File: src/rtl/core/rilp_pkg.sv
// Types and constants shared by the radix integer literal parser modules.
package rilp_pkg;

    localparam int unsigned ValueWidth  = 64;
    localparam int unsigned StatusWidth = 3;
    localparam int unsigned RadixWidth  = 7;
    localparam int unsigned DigitWidth  = 6;
    localparam int unsigned CharWidth   = 8;
    localparam int unsigned OutPad      = 72 - ValueWidth - StatusWidth;

    localparam logic [CharWidth-1:0] CH_ZERO  = 8'h30;
    localparam logic [CharWidth-1:0] CH_NINE  = 8'h39;
    localparam logic [CharWidth-1:0] CH_LC_A  = 8'h61;
    localparam logic [CharWidth-1:0] CH_LC_Z  = 8'h7a;
    localparam logic [CharWidth-1:0] CH_UC_A  = 8'h41;
    localparam logic [CharWidth-1:0] CH_UC_Z  = 8'h5a;
    localparam logic [CharWidth-1:0] CH_HASH  = 8'h23;
    localparam logic [CharWidth-1:0] CH_AT    = 8'h40;
    localparam logic [CharWidth-1:0] CH_UNDER = 8'h5f;
    localparam logic [CharWidth-1:0] CH_LC_X  = 8'h78;
    localparam logic [CharWidth-1:0] CH_UC_X  = 8'h58;

    localparam logic [DigitWidth-1:0] DIGIT_AT    = 6'd62;
    localparam logic [DigitWidth-1:0] DIGIT_UNDER = 6'd63;
    localparam logic [DigitWidth-1:0] DIGIT_LC_OFS = 6'd10;
    localparam logic [DigitWidth-1:0] DIGIT_UC_HI  = 6'd36;

    localparam logic [RadixWidth-1:0] RADIX_DEC     = 7'd10;
    localparam logic [RadixWidth-1:0] RADIX_OCT     = 7'd8;
    localparam logic [RadixWidth-1:0] RADIX_HEX     = 7'd16;
    localparam logic [RadixWidth-1:0] RADIX_FOLD_MAX = 7'd36;
    localparam logic [ValueWidth-1:0] BASE_MIN      = 64'd2;
    localparam logic [ValueWidth-1:0] BASE_MAX      = 64'd64;

    localparam logic [StatusWidth-1:0] ST_OK        = 3'd0;
    localparam logic [StatusWidth-1:0] ST_INVALID   = 3'd1;
    localparam logic [StatusWidth-1:0] ST_BAD_BASE  = 3'd2;
    localparam logic [StatusWidth-1:0] ST_NO_DIGIT  = 3'd3;
    localparam logic [StatusWidth-1:0] ST_DIGIT_BIG = 3'd4;

    typedef enum logic [3:0] {
        PH_START   = 4'b0001,
        PH_ZERO    = 4'b0010,
        PH_COLLECT = 4'b0100,
        PH_STOP    = 4'b1000
    } phase_t;

    typedef struct packed {
        logic                  is_num;
        logic                  is_hash;
        logic                  is_zero;
        logic                  is_x;
        logic [DigitWidth-1:0] digit;
    } char_info_t;

    typedef struct packed {
        logic [StatusWidth-1:0]       status;
        logic signed [ValueWidth-1:0] value;
    } result_t;

endpackage

File: src/rtl/core/radix_integer_literal_parser_unit.sv
// Top level: input register, parser update stage and result register.
// A terminator's result is registered when the terminator leaves the input register, and is held until m_tready.
// Throughput: one item per cycle unless a terminator stalls; the value's multiply-add is combinational.
// Characters keep flowing while a result waits on m_tready; a terminator waits for the result register.
// Reset: aresetn, synchronous, active low; clears all parser state and both valids.
module radix_integer_literal_parser_unit (
    input  logic        aclk,
    input  logic        aresetn,
    input  logic        s_tvalid,
    output logic        s_tready,
    input  logic [7:0]  s_tdata,   // [7:0] ch
    input  logic        s_tlast,   // is_end
    output logic        m_tvalid,
    input  logic        m_tready,
    output logic [71:0] m_tdata    // [63:0] value, [66:64] status, [71:67] zero
);
    import rilp_pkg::*;

    logic                 in_valid_reg;
    logic [CharWidth-1:0] in_ch_reg;
    logic                 in_end_reg;
    logic                 out_valid_reg;
    result_t              out_reg;
    result_t              result;
    logic                 out_free;
    logic                 consume;

    assign out_free = !out_valid_reg || m_tready;
    assign consume  = in_valid_reg && (!in_end_reg || out_free);
    assign s_tready = !in_valid_reg || consume;

    always_ff @(posedge aclk) begin
        if (!aresetn) begin
            in_valid_reg <= 1'b0;
        end else if (s_tready) begin
            in_valid_reg <= s_tvalid;
        end
    end

    always_ff @(posedge aclk) begin
        if (s_tready && s_tvalid) begin
            in_ch_reg  <= s_tdata;
            in_end_reg <= s_tlast;
        end
    end

    rilp_parse_core u_core (
        .aclk    (aclk),
        .aresetn (aresetn),
        .step_en (consume),
        .ch      (in_ch_reg),
        .is_end  (in_end_reg),
        .result  (result)
    );

    always_ff @(posedge aclk) begin
        if (!aresetn) begin
            out_valid_reg <= 1'b0;
        end else if (consume && in_end_reg) begin
            out_valid_reg <= 1'b1;
        end else if (m_tready) begin
            out_valid_reg <= 1'b0;
        end
    end

    always_ff @(posedge aclk) begin
        if (consume && in_end_reg) begin
            out_reg <= result;
        end
    end

    assign m_tvalid = out_valid_reg;
    assign m_tdata  = {{OutPad{1'b0}}, out_reg.status, out_reg.value};

endmodule

File: src/rtl/core/rilp_char_decode.sv
// Character classification and digit value decode.
module rilp_char_decode (
    input  logic [7:0]         ch,
    input  logic [6:0]         radix,
    output rilp_pkg::char_info_t info
);
    import rilp_pkg::*;

    logic is_dec;
    logic is_lc;
    logic is_uc;
    logic is_at;
    logic [CharWidth-1:0] dec_ofs;
    logic [CharWidth-1:0] lc_ofs;
    logic [CharWidth-1:0] uc_ofs;

    assign is_dec = (ch >= CH_ZERO) && (ch <= CH_NINE);
    assign is_lc  = (ch >= CH_LC_A) && (ch <= CH_LC_Z);
    assign is_uc  = (ch >= CH_UC_A) && (ch <= CH_UC_Z);
    assign is_at  = (ch == CH_AT);

    assign dec_ofs = ch - CH_ZERO;
    assign lc_ofs  = ch - CH_LC_A;
    assign uc_ofs  = ch - CH_UC_A;

    always_comb begin
        info.is_num  = is_dec || is_lc || is_uc || is_at || (ch == CH_UNDER);
        info.is_hash = (ch == CH_HASH);
        info.is_zero = (ch == CH_ZERO);
        info.is_x    = (ch == CH_LC_X) || (ch == CH_UC_X);
        if (is_dec) begin
            info.digit = dec_ofs[DigitWidth-1:0];
        end else if (is_lc) begin
            info.digit = lc_ofs[DigitWidth-1:0] + DIGIT_LC_OFS;
        end else if (is_uc) begin
            // uppercase folds onto lowercase for bases up to 36
            info.digit = uc_ofs[DigitWidth-1:0] +
                         ((radix <= RADIX_FOLD_MAX) ? DIGIT_LC_OFS : DIGIT_UC_HI);
        end else if (is_at) begin
            info.digit = DIGIT_AT;
        end else begin
            info.digit = DIGIT_UNDER;
        end
    end

endmodule

File: src/rtl/core/rilp_parse_core.sv
// Parser state registers and the per-item update logic.
module rilp_parse_core (
    input  logic              aclk,
    input  logic              aresetn,
    input  logic              step_en,
    input  logic [7:0]        ch,
    input  logic              is_end,
    output rilp_pkg::result_t result
);
    import rilp_pkg::*;

    logic [ValueWidth-1:0]  accum_reg, accum_next;
    logic [RadixWidth-1:0]  radix_reg, radix_next;
    logic                   fixed_reg, fixed_next;
    phase_t                 phase_reg, phase_next;
    logic                   need_reg, need_next;
    logic [StatusWidth-1:0] err_reg, err_next;

    logic [RadixWidth-1:0]  eff_radix;
    logic                   eff_fixed;
    logic [ValueWidth-1:0]  product;
    logic [StatusWidth-1:0] end_err;
    char_info_t             info;

    assign eff_radix = (phase_reg == PH_ZERO) ? RADIX_OCT : radix_reg;
    assign eff_fixed = fixed_reg || (phase_reg == PH_ZERO);

    rilp_char_decode u_decode (
        .ch    (ch),
        .radix (eff_radix),
        .info  (info)
    );

    assign product = accum_reg * {{(ValueWidth-RadixWidth){1'b0}}, eff_radix};

    assign end_err = ((err_reg == ST_OK) && need_reg) ? ST_NO_DIGIT : err_reg;

    always_comb begin
        result.status = end_err;
        result.value  = (end_err == ST_OK) ? accum_reg : '0;
    end

    always_comb begin
        accum_next = accum_reg;
        radix_next = radix_reg;
        fixed_next = fixed_reg;
        phase_next = phase_reg;
        need_next  = need_reg;
        err_next   = err_reg;
        if (is_end) begin
            accum_next = '0;
            radix_next = RADIX_DEC;
            fixed_next = 1'b0;
            phase_next = PH_START;
            need_next  = 1'b0;
            err_next   = ST_OK;
        end else if ((err_reg == ST_OK) && (phase_reg != PH_STOP)) begin
            if ((phase_reg == PH_START) && info.is_zero) begin
                phase_next = PH_ZERO;
            end else if ((phase_reg == PH_ZERO) && info.is_x) begin
                phase_next = PH_COLLECT;
                fixed_next = 1'b1;
                radix_next = RADIX_HEX;
            end else begin
                phase_next = PH_COLLECT;
                fixed_next = eff_fixed;
                radix_next = eff_radix;
                need_next  = 1'b0;
                if (need_reg && !info.is_num) begin
                    err_next = ST_NO_DIGIT;
                end else if (info.is_hash) begin
                    if (eff_fixed) begin
                        err_next = ST_INVALID;
                    end else if ((accum_reg < BASE_MIN) || (accum_reg > BASE_MAX)) begin
                        err_next = ST_BAD_BASE;
                    end else begin
                        radix_next = accum_reg[RadixWidth-1:0];
                        accum_next = '0;
                        fixed_next = 1'b1;
                        need_next  = 1'b1;
                    end
                end else if (info.is_num) begin
                    if ({1'b0, info.digit} >= eff_radix) begin
                        err_next = ST_DIGIT_BIG;
                    end else begin
                        accum_next = product +
                                     {{(ValueWidth-DigitWidth){1'b0}}, info.digit};
                    end
                end else begin
                    phase_next = PH_STOP;
                end
            end
        end
    end

    always_ff @(posedge aclk) begin
        if (!aresetn) begin
            accum_reg <= '0;
            radix_reg <= RADIX_DEC;
            fixed_reg <= 1'b0;
            phase_reg <= PH_START;
            need_reg  <= 1'b0;
            err_reg   <= ST_OK;
        end else if (step_en) begin
            accum_reg <= accum_next;
            radix_reg <= radix_next;
            fixed_reg <= fixed_next;
            phase_reg <= phase_next;
            need_reg  <= need_next;
            err_reg   <= err_next;
        end
    end

endmodule

File: config.mk
export PLATFORM = sky130hd
export DESIGN_NAME = radix_integer_literal_parser_unit
export DESIGN_NICKNAME = d
export VERILOG_FILES = /design/src/rtl/core/rilp_pkg.sv /design/src/rtl/core/radix_integer_literal_parser_unit.sv /design/src/rtl/core/rilp_char_decode.sv /design/src/rtl/core/rilp_parse_core.sv
export SDC_FILE = /design/constraint.sdc
export NUM_CORES = 1
export LEC_CHECK = 0
export BUFFER_PORTS_ARGS = -buffer_cell sky130_fd_sc_hd__buf_2
export CORE_MARGIN = 2
export CORE_UTILIZATION = 50
export DETAILED_ROUTE_END_ITERATION = 8
export GPL_TIMING_DRIVEN = 0
export HOLD_SLACK_MARGIN = 0.1
export PLACE_DENSITY = 0.67
export SETUP_SLACK_MARGIN = 0.5
export SYNTH_ARGS = -nofsm -noshare
export SYNTH_HDL_FRONTEND = slang
export SYNTH_HIERARCHICAL = 1
export SYNTH_SLANG_ARGS = --single-unit
File: constraint.sdc
create_clock -name aclk -period 10.5 [get_ports aclk]
set_input_delay 1.575 -clock aclk [delete_from_list [all_inputs] [get_ports aclk]]
set_output_delay 1.575 -clock aclk [all_outputs]
set_load 0.05 [all_outputs]
# Word-level counts from Yosys, hierarchy flattened
# Index checks and enable logic that the tools add are counted.
[word_totals] register_bits=158 inputBits=13
[classes] addsub=6 mul=1 order_cmp=10 eq_ne=16 muxes=59 reduce_logical=37
[op_table] op="64-bit two-way mux" n=10
[op_table] op="64-bit by 6-bit adder with 64-bit output" n=1
[op_table] op="64-bit by 7-bit > comparator with 1-bit output (second input constant)" n=1
[op_table] op="64-bit by 2-bit < comparator with 1-bit output (second input constant)" n=1
[op_table] op="64-bit by 7-bit multiplier with 64-bit output" n=1
[op_table] op="7-bit two-way mux" n=9
[op_table] op="3-bit two-way mux" n=11
[op_table] op="8-bit by 7-bit equality test with 1-bit output (second input constant)" n=4
[op_table] op="4-bit two-way mux" n=7
[op_table] op="6-bit two-way mux" n=4
[op_table] op="1-bit two-way mux" n=18
[op_table] op="8-bit by 6-bit equality test with 1-bit output (second input constant)" n=2
[op_table] op="8-bit by 7-bit >= comparator with 1-bit output (second input constant)" n=2
[op_table] op="8-bit by 7-bit less-or-equal comparator with 1-bit output (second input constant)" n=2
[op_table] op="6-bit subtractor (second input constant)" n=2
[op_table] op="1-bit logical AND" n=11
[op_table] op="1-bit logical OR" n=10
[op_table] op="9-bit AND reduction" n=1
[op_table] op="8-bit by 6-bit >= comparator with 1-bit output (second input constant)" n=1
[op_table] op="8-bit by 6-bit less-or-equal comparator with 1-bit output (second input constant)" n=1
[op_table] op="4-bit nonzero test" n=2
[op_table] op="6-bit by 7-bit >= comparator with 1-bit output" n=1
[op_table] op="7-bit by 6-bit less-or-equal comparator with 1-bit output (second input constant)" n=1
[op_table] op="7-bit AND reduction" n=1
[op_table] op="other kinds (17)" n=25

# Depth between registers and ports, before layout
# Gate-level depths: netlist of the first run.
[logic_depth] ltp_word=17 mapped_depth=36 ltp_nobuf=33

# By module
# Netlist of the first run, hierarchy kept.
[by_module_without_submodules] module="rilp_parse_core" instances=1 cells_each=2194 area_each_um2=18313.8 seq_area_each_um2=1601.5
[by_module_without_submodules] module="radix_integer_literal_parser_unit" instances=1 cells_each=94 area_each_um2=2441.1 seq_area_each_um2=2322.2
[by_module_without_submodules] module="rilp_char_decode" instances=1 cells_each=102 area_each_um2=763.2 seq_area_each_um2=0.0

# Worst setup path after synthesis of the first run
# Ideal clock, no wire load.
[synth_timing] path_type="reg-to-reg" startpoint="register u_core.phase_reg[0]" endpoint="register u_core.accum_reg[34]" arrival_ns=7.503 t_required_ns=10.378 slack_ns=2.875 path_stages_with_launch=36 synth_period_minus_slack_ns=7.625 cell_sequence="dfxtp_1 or4b_1 buf_2 and2_1 clkbuf_1 o21ai_0 nand2_1 a21oi_1 inv_1 ha_1 inv_1 ha_1 inv_1 fa_1 nand2b_1 a21oi_1 xnor2_1 xnor2_1 a21oi_1 inv_1 fa_1 fa_1 fa_1 inv_1 ha_1 and3_2 a221oi_2 a211oi_4 or3_1 a21oi_1 o21ai_1 a32o_1 o211ai_1 a21oi_1 xnor2_1 o21ai_0"
[synth_rtl] item="start, declared" line="rilp_parse_core.sv:15" source="phase_t phase_reg, phase_next;"
[synth_rtl] item="start signal, assigned" line="rilp_parse_core.sv:108" source="phase_reg <= phase_next;"
[synth_rtl] item="end signal, assigned" line="rilp_parse_core.sv:105" source="accum_reg <= accum_next;"
[synth_rtl] item="end, declared" line="rilp_parse_core.sv:12" source="logic [ValueWidth-1:0] accum_reg, accum_next;"

==> results of run 1 <==
[area by class of cell]
type	instances	area [sq um]	share of cell area
timing repair buffer	85	460.4	0.01975
inverter	378	1419	0.06085
tap	546	683.2	0.02930
buffer	153	683.2	0.02930
clock inverter	12	148.9	0.006385
multi-input combinational	1705	15520	0.6656
clock buffer	20	479.2	0.02055
sequential	158	3924	0.1683
[path summary, 6_finish.rpt]
kind / start / endpoint / slack [ps]
setup / recovery: u_core/phase_reg[0] / u_core/accum_reg[43] / 1310
hold / removal: u_core/radix_reg[3] / u_core/radix_reg[3] / 520
setup reg to reg: u_core/phase_reg[0] / u_core/accum_reg[43] / 1310
hold reg to reg: u_core/radix_reg[3] / u_core/radix_reg[3] / 520
[placed cells by master, fill, tap and decap left out, drive strengths merged, types with 7 or more instances in the layout]
master / Yosys / final
inv: 377 / 381
and3: 343 / 343
fa: 298 / 298
ha: 151 / 151
nand2: 142 / 142
clkbuf: 121 / 141
and2: 126 / 126
a21oi: 116 / 116
buf: 29 / 114
nor2: 88 / 88
dfxtp: 82 / 82
edfxtp: 76 / 76
o21ai: 60 / 60
xnor2: 42 / 42
a21o: 36 / 36
nor3: 33 / 33
xor2: 30 / 30
nand3: 21 / 21
o21bai: 17 / 17
nand4: 16 / 16
nand2b: 14 / 14
nor4: 14 / 14
o21a: 13 / 13
nor2b: 13 / 13
a31oi: 8 / 8
a211oi: 7 / 7
[critical path: cells and delay by family, from the launching register on]
kind	cells	cell delay, ps
AO/OA/AOI/OAI	12	3290
buffers and inverters	7	950
flip-flops	1	340
XOR/XNOR	3	440
adder cells (fa/ha/maj)	7	2620
AND/OR/NAND/NOR	6	1410
[layer usage]
| metal | routed length (um) | part of all wire |
|---|---|---|
| met1 | 27700 | 0.40 |
| met2 | 31220 | 0.45 |
| met3 | 6992 | 0.10 |
| met4 | 3586 | 0.052 |
| met5 | 9 | 0.00013 |
[kinds of logic after synthesis]
group | synth area share
compound gates | 0.1019
xor+xnor | 0.02965
fa+ha+maj | 0.3650
buf+inv | 0.09769
flops | 0.1823
mux | 0.002791
other cells | 0.0001743
simple gates | 0.2204
[power by group through the flow]
stage | Combinational, mW | Sequential (mW) | Clock (mW)
after CTS | 0.168 | 0.661 | 0.701
after detailed placement | 0.166 | 0.674 | 0
after global placement | 0.162 | 0.676 | 0
after floorplan | 0.0952 | 0.692 | 0
after global routing | 0.184 | 0.661 | 0.717
final | 0.169 | 0.661 | 0.680
[through the flow]
step	area, sq um	setup slack (ps)	utilization	hold WS [ps]	std cells
after floorplan	21530	2875	-	457.7	2394
after global placement	22620	1420	0.5287	495.4	3021
after detailed placement	22690	1361	0.5303	497.2	3025
after CTS	23320	1329	0.5449	510.7	3057
after global routing	23320	737.9	0.5449	561.6	3057
final	23320	1305	0.5449	517.9	3057
==> impl_metrics.tcl, run 1 <==
set metrics [dict create \
    status "completed" \
    ys_types 98 \
    synth_edf_count 76 \
    power.density_mw_per_mm2 64.72 \
    grt_overflow_total 0 \
    finalSetupViolations 0 \
    post_cts_buffers 0 \
    skew_ps 29.75 \
    p_clk_frac 0.451 \
    dr.pass1.iters 5 \
    pwr-share-comb 0.112 \
    post-dp-hpwl_um 54320 \
    drc 0 \
    dieHeight_um 211.5 \
    largest_register_ffs 67 \
    grt_util_met1 0.4230 \
    finalCriticalPeriod_ps 9195 \
    use_met3 0.08189 \
    crit_top_cell "inv_1" \
    internal-power_mw 1.085 \
    grt_max_degree 33 \
    clk_latency_ps 520 \
    gp_congestion 0.9638 \
    synthArstFlopShare 0 \
    top_usage_layer "met2" \
    first_global_vias 18880 \
    p_sw_mw 0.4246 \
    hold_viol_final 0 \
    slowest_delay_ps 570 \
    initial_utilization 0.5029 \
    ctsResizeCount 0 \
    cts.sinks 158 \
    cts-buffers-inserted 17 \
    ir_drop_uv 109.9 \
    rsz0062_at_grt "false" \
    grt_use_total 0.3279 \
    worstMarginPinSlew_ps 993.0 \
    ios 87 \
    syn2layout_area_growth_pct 8.367 \
    crit_required_ps 10880 \
    core_sq_mm 0.04279 \
    nets 2960 \
    grt_pass1_wl_um 109400 \
    cts_tree "done" \
    worstHoldPathType "reg2reg" \
    vias 18120 \
    slew_headroom 0.3287 \
    netlist_area_sq_mm 0.02152 \
    synth_flop_cell "dfxtp_1" \
    gr-usage-met2 0.5093 \
    cts_hold_buf 0 \
    fmax_mhz 108.8 \
    worstPathArrival_ps 9580 \
    drive_gt1_frac 0.07567 \
    vias_per_cell 5.926 \
    sw_frac_of_total 0.2813 \
    io_buffers 81 \
    fillers 4007 \
    syn_inst 2390 \
    clk_path_buf_depth 2 \
    synth-seq-cells 158 \
    synth_top_area_share 0.2772 \
    root_buffer "clkbuf_16" \
    synth_most_common_cell "inv_1" \
    synth_top_cell_by_area "fa_1" \
    drt_iter0_drc 1635 \
    p_leak_nw 12.37 \
    syn_avg_cell_area_sq_um 9.003 \
    yosysSeqAreaShare 0.1823 \
    power_frac_seq 0.438 \
    worstSetupPathType "reg2reg" \
    rows 76 \
    drv_slew 0 \
    whs_path_depth 2 \
    yosysWarnings 6 \
    antenna_found_initial 3 \
    dieArea_sq_mm 0.04471 \
    antennaDiodeCount 0 \
    cpMaxStageDelayCell "fa_1" \
    path_max_fanout 10 \
    power_mw 1.509 \
    timing.setup.tns_ps 0 \
    yosys-top-cells-area "fa_1 (28%), edfxtp_1 (11%), and3_1 (9.8%)" \
    path_clk_slew_ps 80 \
    drt_wl_total_um 69510 \
    endpoint_kind "register" \
    cp-start-kind "register" \
    die_w_um 211.5 \
    wl_per_cell_um 22.74 \
    synth_common_cells "inv_1 (377), and3_1 (337), fa_1 (298), ha_1 (151), nand2_1 (140)" \
    ant_nets 0 \
    ff2ff_path_depth 35 \
    min_period_over_period 0.8757 \
    cts-htree-levels 4 \
    maxCapViolCount 0 \
]
(Power assumes the default switching activity.)
==> inputs of run 2 (changes only) <==
--- a/config.mk
+++ b/config.mk
@@ -7,11 +7,11 @@
 export LEC_CHECK = 0
 export BUFFER_PORTS_ARGS = -buffer_cell sky130_fd_sc_hd__buf_2
 export CORE_MARGIN = 2
-export CORE_UTILIZATION = 50
+export CORE_UTILIZATION = 65
 export DETAILED_ROUTE_END_ITERATION = 8
 export GPL_TIMING_DRIVEN = 0
 export HOLD_SLACK_MARGIN = 0.1
-export PLACE_DENSITY = 0.67
+export PLACE_DENSITY = 0.83
 export SETUP_SLACK_MARGIN = 0.5
 export SYNTH_ARGS = -nofsm -noshare
 export SYNTH_HDL_FRONTEND = slang
==> constraint.sdc (replaced) <==
create_clock -name aclk -period 10.5 [get_ports aclk]
set_input_delay 0.525 -clock aclk [delete_from_list [all_inputs] [get_ports aclk]]
set_output_delay 0.525 -clock aclk [all_outputs]
set_load 0.05 [all_outputs]
==> run 2 against run 1 <==
  * Total power decreased by 2.8%
  * First-iteration DRC count increased by 14%
  * Clock skew fell by 16 ps
  * Register-to-register slack worse by 20 ps
  * Via count increased by 3.0%
  * Global-route usage rose by 6.2 points
  * Worst setup slack got worse by 17 ps
  * Clock power down 6.3%
  * Fmax shrank 0.18%
  * Design area shrank 0.71%
  * Critical path type unchanged
==> impl_metrics.tcl, run 2 (same netlist as run 1, synthesis figures left out) <==
set metrics [dict create \
    p_leak_nw 12.35 \
    drv_slew 0 \
    vias 18660 \
    cp-start-kind "register" \
    multi_input_area_sq_mm 0.01552 \
    placed_cells 2921 \
    cts-buffers-inserted 17 \
    root_buffer "clkbuf_16" \
    worstHoldPathType "in2reg" \
    drive_gt1_frac 0.07567 \
    rows 66 \
    ant_nets 0 \
    whs_path_depth 1 \
    drc 0 \
    min_period_over_period 0.8773 \
    path_buf_inv 7 \
    ios 87 \
    cts_tree "done" \
    sw_frac_of_total 0.2802 \
    crit_required_ps 10880 \
    post-dp-hpwl_um 50020 \
    cts-htree-levels 4 \
    min_to "in_ch_reg[1]" \
    skew_ps 13.84 \
    fillers 2493 \
    final_cell_mix "inv_1 (377), and3_1 (337), fa_1 (298), ha_1 (151), nand2_1 (140)" \
    finalSetupViolations 0 \
    hold_viol_final 0 \
    cts_hold_buf 0 \
    r2r-start "u_core/phase_reg[0]" \
    rsz0062_at_grt "false" \
    dr.pass1.iters 7 \
    timing.setup.tns_ps 0 \
    endpoint_kind "register" \
    core_sq_mm 0.03254 \
    wl_met2_um 28950 \
    grt_overflow_total 0 \
    place_area_sq_mm 0.02256 \
    grt_use_total 0.3901 \
    drt_wl_total_um 64200 \
    slowest_delay_ps 590 \
    min_from "s_tdata[1]" \
    fmax_mhz 108.6 \
    syn2layout_area_growth_pct 7.594 \
    nets 2960 \
    power.density_mw_per_mm2 63.36 \
    status "completed" \
    power_frac_seq 0.450 \
    cpMaxStageDelayCell "fa_1" \
    dieHeight_um 185.9 \
    worstPathArrival_ps 9590 \
    internal-power_mw 1.056 \
    r2r_end "u_core/accum_reg[45]" \
    maxCapViolCount 0 \
    top_layer "met5" \
    die_w_um 185.9 \
    r2r_slack_ps 1290 \
    final_common_cell "inv_1" \
    finalCriticalPeriod_ps 9211 \
    final_util 0.7116 \
    p_sw_mw 0.4111 \
    ir_drop_uv 127.5 \
    clk_path_buf_depth 2 \
    grt_max_degree 34 \
    initial_utilization 0.6614 \
    drt_iter0_drc 1858 \
    ff2ff_path_depth 34 \
    io_buffers 81 \
    path_delay_family "compound AO/OA/AOI/OAI gates" \
    clk_latency_ps 470 \
    ff_latch_area_sq_mm 0.003924 \
    worstMarginPinSlew_ps 1080 \
    wl_per_cell_um 21.73 \
    fin_cells 2954 \
    antenna_found_initial 2 \
    path_clk_slew_ps 70 \
    cts.sinks 158 \
    first_global_vias 19180 \
    slew_headroom 0.2702 \
    worstSetupPathType "reg2reg" \
    gp_congestion 1.004 \
    p_clk_frac 0.434 \
    met1Wirelength_um 23480 \
    largest_register_ffs 67 \
    path_max_fanout 10 \
    pwr-share-comb 0.115 \
    ctsResizeCount 0 \
    grt_pass1_wl_um 102800 \
    vias_per_cell 6.317 \
    post_cts_buffers 0 \
    dieArea_sq_mm 0.03458 \
    crit_top_cell "inv_1" \
    met3WireLength_um 7600 \
    final_area_sq_mm 0.02315 \
]
==> run 2: area by class of cell <==
class / instances / share of cell area
Antenna cell: 1 / 0.0001081
Inverter: 378 / 0.06128
Sequential cell: 158 / 0.1695
Multi-Input combinational cell: 1705 / 0.6704
Tap cell: 442 / 0.02389
Clock inverter: 11 / 0.004648
Timing Repair Buffer: 85 / 0.01989
Buffer: 153 / 0.02951
Clock buffer: 21 / 0.02081
==> run 2: how the worst max path moves through the flow <==
| stage | from | to | slack (ps) | depth (start not counted) |
|---|---|---|---|---|
| after floorplan | u_core/phase_reg[0] | u_core/accum_reg[34] | 2880 | 35 |
| after global placement | u_core/phase_reg[0] | u_core/accum_reg[29] | 1640 | 35 |
| after detailed placement | u_core/phase_reg[0] | u_core/accum_reg[49] | 1520 | 35 |
| after CTS | u_core/phase_reg[0] | u_core/accum_reg[49] | 1480 | 35 |
| after global routing | u_core/phase_reg[0] | u_core/accum_reg[45] | 1010 | 34 |
| final | u_core/phase_reg[0] | u_core/accum_reg[45] | 1290 | 34 |
==> run 2: worst register-to-register path: cells and delay by family (launching register included) <==
| kind | cells | cell delay (ps) |
|---|---|---|
| AO/OA/AOI/OAI | 13 | 3860 |
| XOR/XNOR | 3 | 390 |
| adder cells (fa/ha/maj) | 7 | 2650 |
| buffers and inverters | 7 | 880 |
| flip-flops | 1 | 350 |
| AND/OR/NAND/NOR | 4 | 980 |
==> run 2: power by group through the flow <==
stage	combinational, mW	clock [mW]	sequential, mW
4_1_cts	0.165	0.644	0.661
6_report	0.169	0.637	0.661
3_3_place_gp	0.158	0	0.675
5_1_grt	0.181	0.669	0.662
2_1_floorplan	0.0952	0	0.692
3_5_place_dp	0.164	0	0.674
==> run 2: routing by layer <==
metal	GRT usage	up-vias
met1	0.4824	9036
met4	0.2302	2
met2	0.6045	1230
met5	0	-
li1	-	8093
met3	0.1192	298
==> run 2: per-stage QoR <==
stage / setup slack, ps / power, mW / hold WS [ps]
3_5_place_dp: 1524 / 0.8381 / 498.9
4_1_cts: 1483 / 1.470 / 219.6
2_1_floorplan: 2875 / 0.7876 / 457.7
6_report: 1289 / 1.467 / 233.5
3_3_place_gp: 1641 / 0.8332 / 493.0
5_1_grt: 1015 / 1.512 / 213.6
